==> config.mk <==
export PLATFORM = sky130hd
export DESIGN_NAME = button_debounce_auto_repeat
export DESIGN_NICKNAME = d
export VERILOG_FILES = /design/src/sv/bdar_pkg.sv /design/src/sv/bdar_core.sv /design/src/sv/button_debounce_auto_repeat.sv
export SDC_FILE = /design/constraint.sdc
export NUM_CORES = 1
export LEC_CHECK = 0
export ABC_AREA = 1
export BUFFER_PORTS_ARGS = -buffer_cell sky130_fd_sc_hd__buf_2
export CORE_UTILIZATION = 55
export DETAILED_ROUTE_END_ITERATION = 10
export PLACE_DENSITY = 0.74
export SLEW_MARGIN = 0
export SYNTH_ARGS = -nofsm -noshare
export SYNTH_HDL_FRONTEND = slang
export SYNTH_SLANG_ARGS = --single-unit
==> constraint.sdc <==
create_clock -name clk_i -period 7.4 [get_ports clk_i]
set_clock_uncertainty 0.2 [all_clocks]
set_input_delay 0.37 -clock clk_i [delete_from_list [all_inputs] [get_ports clk_i]]
set_output_delay 0.37 -clock clk_i [all_outputs]
set_load 0.01 [all_outputs]
==> src/sv/bdar_pkg.sv <==
// Package for the button debounce / auto-repeat block.
// Register index codes, configuration and result word types, width constants.
// No dependencies.
package bdar_pkg;

  localparam int unsigned HELD_TIME_BITS_DEF = 32;

  localparam int unsigned CFG_INDEX_BITS = 3;
  localparam int unsigned CFG_DATA_BITS  = 16;

  localparam int unsigned CHECK_BITS  = 9;
  localparam int unsigned REPEAT_TICK_BITS = 17;
  localparam int unsigned REPEATS_BITS = 16;
  localparam int unsigned HELD_OUT_BITS = 32;

  // Register indexes on the configuration port
  typedef enum logic [CFG_INDEX_BITS-1:0] {
    REG_ENABLE       = 3'd0,
    REG_ACTIVE_LEVEL = 3'd1,
    REG_DEBOUNCE_MS  = 3'd2,
    REG_REPEAT_MS    = 3'd3,
    REG_CHECK_PERIOD = 3'd4
  } bdar_reg_e;

  typedef struct packed {
    logic        enable;
    logic        active_level;
    logic [15:0] debounce_ms;
    logic [15:0] repeat_ms;
    logic [7:0]  check_period_ms;
  } bdar_cfg_t;

  typedef struct packed {
    logic                     pressed;
    logic [HELD_OUT_BITS-1:0] held_ms;
    logic [REPEATS_BITS-1:0]  repeat_count;
  } bdar_res_t;

endpackage

==> src/sv/bdar_core.sv <==
// Debounce / auto-repeat state and per-tick update logic.
// Takes one tick per step strobe and flags a result word when one is due.
// Depends on bdar_pkg.
module bdar_core
  import bdar_pkg::*;
#(
  parameter int unsigned HELD_TIME_BITS = HELD_TIME_BITS_DEF
) (
  input  logic      clk_i,
  input  logic      rst_ni,
  input  logic      step_i,
  input  logic      pin_level_i,
  input  bdar_cfg_t cfg_i,
  output logic      res_valid_o,
  output bdar_res_t res_o
);

  logic [CHECK_BITS-1:0]       tsc_q, tsc_d, tsc_inc;
  logic [REPEAT_TICK_BITS-1:0] tsr_q, tsr_d, tsr_inc;
  logic [HELD_TIME_BITS-1:0]   held_q, held_d, held_new;
  logic [HELD_TIME_BITS:0]     held_sum;
  logic [REPEATS_BITS-1:0]     reps_q, reps_d, reps_inc;
  logic                        stable_q, stable_d;
  logic                        first_q, first_d;
  logic                        cur;
  logic [HELD_OUT_BITS-1:0]    held_out;

  always_ff @(posedge clk_i or negedge rst_ni) begin
    if (!rst_ni) begin
      tsc_q    <= '0;
      tsr_q    <= '0;
      held_q   <= '0;
      reps_q   <= '0;
      stable_q <= 1'b0;
      first_q  <= 1'b1;
    end else begin
      tsc_q    <= tsc_d;
      tsr_q    <= tsr_d;
      held_q   <= held_d;
      reps_q   <= reps_d;
      stable_q <= stable_d;
      first_q  <= first_d;
    end
  end

  // saturating counters
  assign tsc_inc  = (&tsc_q)  ? tsc_q  : tsc_q + 1'b1;
  assign tsr_inc  = (&tsr_q)  ? tsr_q  : tsr_q + 1'b1;
  assign reps_inc = (&reps_q) ? reps_q : reps_q + 1'b1;

  assign held_sum = {1'b0, held_q} + (HELD_TIME_BITS + 1)'(tsc_inc);
  assign held_new = held_sum[HELD_TIME_BITS] ? '1 : held_sum[HELD_TIME_BITS-1:0];

  assign cur = (pin_level_i == cfg_i.active_level);

  // reported held time clamps at 32 bits
  if (HELD_TIME_BITS > HELD_OUT_BITS) begin : g_held_clamp
    assign held_out = (|held_new[HELD_TIME_BITS-1:HELD_OUT_BITS]) ? '1
                    : held_new[HELD_OUT_BITS-1:0];
  end else begin : g_held_ext
    assign held_out = HELD_OUT_BITS'(held_new);
  end

  always_comb begin
    tsc_d       = tsc_q;
    tsr_d       = tsr_q;
    held_d      = held_q;
    reps_d      = reps_q;
    stable_d    = stable_q;
    first_d     = first_q;
    res_valid_o = 1'b0;
    res_o       = '{pressed: cur, held_ms: held_out, repeat_count: '0};

    if (step_i && cfg_i.enable) begin
      tsc_d = tsc_inc;
      tsr_d = tsr_inc;
      if (tsc_inc > {1'b0, cfg_i.check_period_ms}) begin
        // pin evaluation
        tsc_d  = '0;
        held_d = held_new;
        if (first_q) begin
          stable_d = cur;
          first_d  = 1'b0;
        end else if (cur != stable_q) begin
          if (held_new > HELD_TIME_BITS'(cfg_i.debounce_ms)) begin
            stable_d    = cur;
            held_d      = '0;
            tsr_d       = '0;
            reps_d      = '0;
            res_valid_o = 1'b1;
          end
        end else if (cur && (tsr_inc > {1'b0, cfg_i.repeat_ms})) begin
          tsr_d              = '0;
          reps_d             = reps_inc;
          res_valid_o        = 1'b1;
          res_o.pressed      = 1'b1;
          res_o.repeat_count = reps_inc;
        end
      end
    end
  end

endmodule

==> src/sv/button_debounce_auto_repeat.sv <==
// Button debounce with auto-repeat: top level with ports, config registers,
// input and result registers. Depends on bdar_pkg and bdar_core.
//
// Each input word is one millisecond tick carrying the raw pin level. Once
// the ticks since the last evaluation exceed the check period, the pin is
// evaluated: the first evaluation only latches the stable level; later a
// change of level is reported (repeat_count 0) once the held time exceeds
// debounce_ms, and while the button stays pressed a repeat word (repeat_count
// 1, 2 and so on) follows each time repeat_ms is exceeded. held_ms carries the
// time in the current state, saturating. Throughput is one tick per clock
// while the output is not stalled; a tick passes the input register and
// bdar_core into the result register. Ticks that cause no result vanish. The
// result register holds a word under out_stall_i while the input register
// still takes the next tick. Registers (enable, active_level, debounce_ms,
// repeat_ms, check_period_ms at indexes 0..4) must be written with the block
// idle; the block does not enforce this. cfg_ready_o is always high and writes
// to other indexes are dropped. Writes do not disturb the counters.
module button_debounce_auto_repeat
  import bdar_pkg::*;
#(
  parameter int unsigned HELD_TIME_BITS = HELD_TIME_BITS_DEF
) (
  input  logic                      clk_i,
  input  logic                      rst_ni,
  // tick input
  input  logic                      in_valid_i,
  output logic                      in_stall_o,
  input  logic                      pin_level_i,
  // result output
  output logic                      out_valid_o,
  input  logic                      out_stall_i,
  output logic                      pressed_o,
  output logic [HELD_OUT_BITS-1:0]  held_ms_o,
  output logic [REPEATS_BITS-1:0]   repeat_count_o,
  // configuration write
  input  logic                      cfg_valid_i,
  output logic                      cfg_ready_o,
  input  logic [CFG_INDEX_BITS-1:0] cfg_index_i,
  input  logic [CFG_DATA_BITS-1:0]  cfg_data_i
);

  bdar_cfg_t cfg_q, cfg_d;

  logic      in_vld_q, in_vld_d;
  logic      pin_q;
  logic      out_vld_q, out_vld_d;
  bdar_res_t out_q;

  logic      advance;
  logic      step;
  logic      in_take;
  logic      res_valid;
  bdar_res_t res;

  // ---------------- configuration registers ----------------
  assign cfg_ready_o = 1'b1;

  always_comb begin
    cfg_d = cfg_q;
    if (cfg_valid_i) begin
      case (bdar_reg_e'(cfg_index_i))
        REG_ENABLE:       cfg_d.enable          = cfg_data_i[0];
        REG_ACTIVE_LEVEL: cfg_d.active_level    = cfg_data_i[0];
        REG_DEBOUNCE_MS:  cfg_d.debounce_ms     = cfg_data_i;
        REG_REPEAT_MS:    cfg_d.repeat_ms       = cfg_data_i;
        REG_CHECK_PERIOD: cfg_d.check_period_ms = cfg_data_i[7:0];
        default:          cfg_d = cfg_q;
      endcase
    end
  end

  always_ff @(posedge clk_i or negedge rst_ni) begin
    if (!rst_ni) begin
      cfg_q <= '{enable: 1'b0, active_level: 1'b0, debounce_ms: 16'd50,
                 repeat_ms: 16'd500, check_period_ms: 8'd10};
    end else begin
      cfg_q <= cfg_d;
    end
  end

  // ---------------- flow control ----------------
  // update stage moves when the result register is free or being emptied
  assign advance    = !out_vld_q || !out_stall_i;
  assign step       = in_vld_q && advance;
  assign in_stall_o = in_vld_q && !advance;
  assign in_take    = in_valid_i && !in_stall_o;

  always_comb begin
    in_vld_d = in_vld_q;
    if (in_take) begin
      in_vld_d = 1'b1;
    end else if (step) begin
      in_vld_d = 1'b0;
    end
    out_vld_d = out_vld_q;
    if (advance) begin
      out_vld_d = step && res_valid;
    end
  end

  always_ff @(posedge clk_i or negedge rst_ni) begin
    if (!rst_ni) begin
      in_vld_q  <= 1'b0;
      out_vld_q <= 1'b0;
    end else begin
      in_vld_q  <= in_vld_d;
      out_vld_q <= out_vld_d;
    end
  end

  // payload registers
  always_ff @(posedge clk_i) begin
    if (in_take) begin
      pin_q <= pin_level_i;
    end
    if (step && res_valid) begin
      out_q <= res;
    end
  end

  // ---------------- tick update ----------------
  bdar_core #(
    .HELD_TIME_BITS(HELD_TIME_BITS)
  ) u_core (
    .clk_i       (clk_i),
    .rst_ni      (rst_ni),
    .step_i      (step),
    .pin_level_i (pin_q),
    .cfg_i       (cfg_q),
    .res_valid_o (res_valid),
    .res_o       (res)
  );

  assign out_valid_o    = out_vld_q;
  assign pressed_o      = out_q.pressed;
  assign held_ms_o      = out_q.held_ms;
  assign repeat_count_o = out_q.repeat_count;

endmodule
======== Word level (Yosys, flattened, before mapping) ========
Index checks and enable logic that the tools add are counted.
Widths: inputs -> output; s select.
word-level totals
  flip-flop bits (word level) ............. 170
  bits in latches ......................... 0
  bits in writable memories ............... 0
  memory bits (read-only) ................. 0
  input bits .............................. 25
  output and inout port bits .............. 52
  word-level logic and storage cells ...... 95
  memories ................................ 0
operators by class
  $add $sub $neg .......................... 4
  multiply operators ...................... 0
  divide/modulo/power cells ............... 0
  order comparisons ....................... 3
  eq/ne operators ......................... 7
  shift-type cells ........................ 0
  muxes and demuxes ....................... 32
  bitwise gates (word level) .............. 4
  reduce and logical (&&, ||, !) cells .... 28
operators with widths
  cell                   count
  $mux 32                4
  $mux 17                6
  $mux 16                4
  $add 32x9->33          1
  $gt 32x16->1           1
  $mux 9                 2
  $add 17x1->17 const B  1
  $gt 17x16->1           1
  $reduce_and 17->1      1
  $add 16x1->16 const B  1
  $mux 1                 16
  $reduce_and 16->1      1
  $reduce_and 2->1       6
  $add 9x1->9 const B    1
  $gt 9x8->1             1
  $reduce_and 9->1       1
  $reduce_bool 2->1      4
  $eq 3x2->1 const B     2
  $logic_and 1x1->1      6
  $reduce_and 5->1       1
  $reduce_or 5->1        1
  $logic_not 1->1        4
  $not 1->1              4
  $reduce_and 4->1       1
  other kinds (7)        7

======== Logic depth before layout (Yosys ltp) ========
  depth in word-level cells ............... 11
  mapped depth ............................ 40
  mapped depth without buffers ............ 37

======== Modules after synthesis ========
From an unflattened synthesis, not the netlist that was laid out.
second synthesis, totals
  cells, all modules ...................... 1,362
  area, all modules ....................... 10,572.6 sq um
modules (own cells, without submodules)
  module                       times used  cells each  area an instance (sq um)  sequential area each (sq um)
  bdar_core                    1           1,103       7,233.2                   1,903.1
  button_debounce_auto_repeat  1           259         3,339.5                   2,616.3

======== Worst setup path after synthesis ========
No wires, ideal clock.
  kind .................................... register to register
  start point ............................. register u_core.tsc_q[0]
  end point ............................... register out_q (netlist bit held_ms_o[0]), enable pin
  library setup time ...................... 0.403 ns
  data arrival time ....................... 5.223 ns
  data required time ...................... 6.797 ns
  slack ................................... 1.573 ns
  stages on the path, launching flop included .. 34
  path buffers ............................ 3
  clock period less this slack ............ 5.827 ns
  cell sequence ........................... dfrtp_1 > ha_1 > and3_1 > nand2_1 > nor2_1 > inv_1 > nand3_1 > xor2_1 > ha_1 > nand2_1 > nand2_1 > a21oi_2 > nand2_2 > nand2_2 > nand2_2 > nand2_4 > inv_1 > clkbuf_1 > or2_2 > ha_1 > nand4_1 > nor2_1 > nand2_1 > nand2_1 > nand2_1 > nand2_1 > nor2_1 > nand3_1 > nor2_4 > nand4_4 > nand3_2 > buf_6 > buf_6 > inv_1
RTL lines
  element                 RTL line                            RTL
  start, declared         bdar_core.sv:18                     logic [CHECK_BITS-1:0] tsc_q, tsc_d, tsc_inc;
  start signal, assigned  bdar_core.sv:37                     tsc_q <= tsc_d;
  end signal, assigned    button_debounce_auto_repeat.sv:117  out_q <= res;
  end, declared           button_debounce_auto_repeat.sv:47   bdar_res_t out_q;

==> results.txt <==
The clock passes through at most 2 buffers. The commonest non-fill, non-tap cell in the layout is sky130_fd_sc_hd__nand2_1. The core occupancy in the finished layout came out at 63.12%.

The buffers plus inverters on the worst setup path came out at 5. The number of antenna cells inserted came out at 0. The cell type group with the largest total delay on the critical path is simple AND/OR/NAND/NOR gates. The ratio of total power to cell area is 297.8 nW/µm². The aggregate global-route resource usage came out at 26.97%.

The CTS sink count is 170. The path class of the tightest hold or removal check is in2reg. Measured along the x axis, the die boundary spans 138.0 µm. Data on the critical path is required at its endpoint by 7.33 ns. Summing all multi-input logic gate instances after layout gives 4730 µm². The number of buffers inserted by port buffering is 75. The run finished with clean final reports.

The fraction of the mapped netlist area in compound gates is 5.704%. The number of nets in the synthesized netlist came out at 1388. sky130_fd_sc_hd__dfrtp_1 takes more of the synthesized area than any other cell. The analysis attributes to cell leakage a power of 0.006047 µW. The number of search-and-repair iterations in the first detailed-routing pass came out at 5. Yosys mapped a number of flops with a built-in enable equal to 50. The net load switching power came out at 1320 µW. The number of clock buffers inserted by TritonCTS came out at 17. The number of top-level pins is 77. The number of routed nets with antenna violations came out at 0. The first-pass GRT wire length came out at 40.94 mm.

The hold buffer count at CTS is 5. The global placer's final weighted congestion is 0.9730. The net switching fraction of the power came out at 38.96%. The register area is 4519 µm².

CTS built an H-tree with a depth of 4. The number of slew-limit violations in the final report came out at 0. The die covers 19050 µm². The post-route netlist has 13.53% of its cells at a drive strength greater than 1.

The floorplan core area is 18020 µm². In the global route stage, met2 resource usage came out at 44.95%. The layout has 1627 filler cells. The mux share of post-synthesis cell area is 0%. The tool flagged a number of max-cap violations equal to 0. STA classifies the critical path endpoint as a flip-flop. The worst setup path is of the reg2reg kind.

The top cell types in the final layout, fill and taps aside, are 386 x sky130_fd_sc_hd__nand2_1, 196 x sky130_fd_sc_hd__inv_1, 119 x sky130_fd_sc_hd__nand3_1. On the critical path, the stage with the largest delay is an instance of sky130_fd_sc_hd__or2_2. TritonCTS built the clock tree. The fraction of the mapped netlist area in adder cells came out at 6.590%. The highest ir drop seen on vdd is 0.1861 mV.

The total power consumption of the routed design came out at 3388 µW. The most numerous cell type found on the critical path is sky130_fd_sc_hd__nand2_1. The design internal power came out at 2068 µW. Detailed placement finished with a half-perimeter wire length of 18.05 mm. The category of the worst setup path launch point is a flip-flop. The proportion of netlist area held by the largest area contributor came out at 26.56%.

For this run, global-route usage on met3 was measured as 4.434%. At the pin with the least slew margin, the transition time is 1.227 ns. The initial antenna violation count is 0. The combinational share of power is 37.3%. The total DRC errors in the routed layout is 0. After the first detailed-routing iteration, the DRC count stood at 631.

The overall die height came out at 138.0 µm. The fraction of power consumed by the clock network came out at 26.2%. Dividing the synthesized area by the synthesized cell count gives 7.769 µm². For this run, the post-layout net count is 1462. The layer flagged by global routing as most heavily used is met2. The number of standard-cell rows in the floorplan is 49. After Yosys synthesis, XOR and XNOR cells account for 3.184% of the synthesized area. The maximum fanout along the worst path came out at 34. Setup violations remaining at the end of the flow were counted as 0.

Sorting the synthesized cells by area gives the leading types as sky130_fd_sc_hd__dfrtp_1 27%, sky130_fd_sc_hd__edfxtp_1 15%, sky130_fd_sc_hd__nand2_1 14%. Summing the areas of all and, or, nand and nor instances in the mapped netlist gives 30.93% of the synthesized area. The clock insertion delay at the later pin of the skew report came out at 0.44 ns. Entering global routing, the biggest net connects 65 pins.

The delay of the slowest critical-path stage is 0.40 ns. After synthesis, the largest family of logic cells by area is simple AND/OR/NAND/NOR gates. The relative max-transition margin came out at 18.10%.

The accumulated negative setup slack is 0 ns. The time the final worst path needs with I/O delays and setup is 5.900 ns. The clock-pin transition on the worst setup and hold timing paths is 0.07 ns. The count of endpoints failing hold in the final timing report is 0. The cell count after synthesis came out at 1310. Once the floorplan was initialized, standard cells occupied 56.46% of the core. Global routing used 36.74% of the available met1 tracks. The via count of the routed design came out at 8602.

The peak clock frequency supported by timing came out at 169.5 MHz. For this run, asynchronously set or reset flops after synthesis account for 70.59%. Setup repair after global routing left no endpoint under its margin. The number of cells upsized or downsized after cts is 0.

The leading register cell type out of synthesis is sky130_fd_sc_hd__dfrtp_1. In this run the post-CTS setup repair buffer count came out at 0. For this block, the routed nets add up to 24.47 mm of wire.

The number of unique standard cell types used by synthesis is 50. The sequential share of power is 36.4%. The average detailed-routed wire length per instance is 15.05 µm. The synthesis-stage register bit count is 170. The cell sitting at the root of the clock tree is a sky130_fd_sc_hd__clkbuf_16. Relative to the synthesized area, the layout overhead comes to 11.79%. The global-route congestion overflow total came out at 0. The data arrival at the endpoint of the critical path is 5.83 ns. The sequential area share after synthesis is 44.41%. The final period utilization came out at 79.73%. The synthesized cell area came out at 10180 µm².

The number of global-route vias before repair is 8168. Yosys printed 0 warnings. The per-cell via count in the routed design came out at 5.290.
## synth_stat cells (all sizes together), types with 3 or more instances
master and n:
nand4 26, or2 18, xnor2 7, nand3b 6, nor4 6, o21ai 66
ha 52, clkbuf 19, edfxtp 50, xor2 30, dfrtp 108, a21oi 32
inv 207, buf 11, nand3 127, nor2 98, o21a 3, nand2 394
a31oi 3, nor3 23, dfstp 12
## sequential cells by signal, summed over array words and instances (netlist names)
| register | flops |
|---|---|
| out_valid_o | 1 |
| u_core.first_q | 1 |
| pressed_o | 1 |
| u_core.held_q | 32 |
| u_core.tsr_q | 17 |
| repeat_count_o | 16 |
| u_core.stable_q | 1 |
| cfg_q | 42 |
| pin_q | 1 |
| held_ms_o | 32 |
| u_core.reps_q | 16 |
| u_core.tsc_q | 9 |
| in_vld_q | 1 |
## cells by family after synthesis
kind of cell,Yosys count
compound gates,110
other cells,1
xor+xnor,37
flops,170
fa+ha+maj,53
buf+inv,237
simple gates,702
## power groups by stage
stage,clock network [µW],registers (µW),logic (µW)
floorplan,0,1240,919
global placement,0,1250,1220
detailed placement,0,1250,1250
CTS,899,1230,1270
global route,939,1250,1450
finish,888,1230,1270
## worst min-delay path, delay by kind of cell
family / cells / cell delay, ns
buf+inv: 2 / 0.17
compound gates: 1 / 0.09
## worst paths after layout
| path | slack, ns | endpoint | startpoint | depth (start not counted) |
|---|---|---|---|---|
| max | 1.50 | repeat_count_o[12] | u_core.tsc_q[6] | 31 |
| min | 0.006 | cfg_q[1] | cfg_data_i[1] | 3 |
| max reg2reg | 1.50 | repeat_count_o[12] | u_core.tsc_q[6] | 31 |
| min reg2reg | 0.28 | u_core.first_q | u_core.first_q | 2 |
| max in group asynchronous | 5.32 | cfg_q[40] | rst_ni | 3 |
| min in group asynchronous | 0.32 | u_core.held_q[27] | rst_ni | 2 |
## per-layer routing
layer  share of wire (%)  wire, µm
met1                  46     11310
met2                  48     11760
met3                 4.6      1117
met4                 1.1       281
met5                   0         0
## area by class of cell
| cell class | instances | share of cell area [%] |
|---|---|---|
| multi-input cells | 903 | 41.57 |
| clock inverters | 13 | 1.177 |
| well taps | 229 | 2.518 |
| clock buffers | 19 | 3.981 |
| repair buffers | 85 | 4.201 |
| inverters | 207 | 6.829 |
| flip-flops and latches | 170 | 39.72 |
## per-stage QoR
| stage | instance area (µm²) | hold slack [ns] | std cells | worst slack, ns |
|---|---|---|---|---|
| global route | 11380 | 0.02517 | 1626 | 0.8508 |
| finish | 11380 | 0.005547 | 1626 | 1.500 |
| detailed placement | 10740 | 0.2685 | 1589 | 1.544 |
| floorplan | 10180 | -0.1256 | 1310 | 1.573 |
| global placement | 10740 | 0.2641 | 1589 | 1.708 |
| CTS | 11380 | 0.003716 | 1626 | 1.531 |
Note: power is estimated with default switching activity, not from simulation.
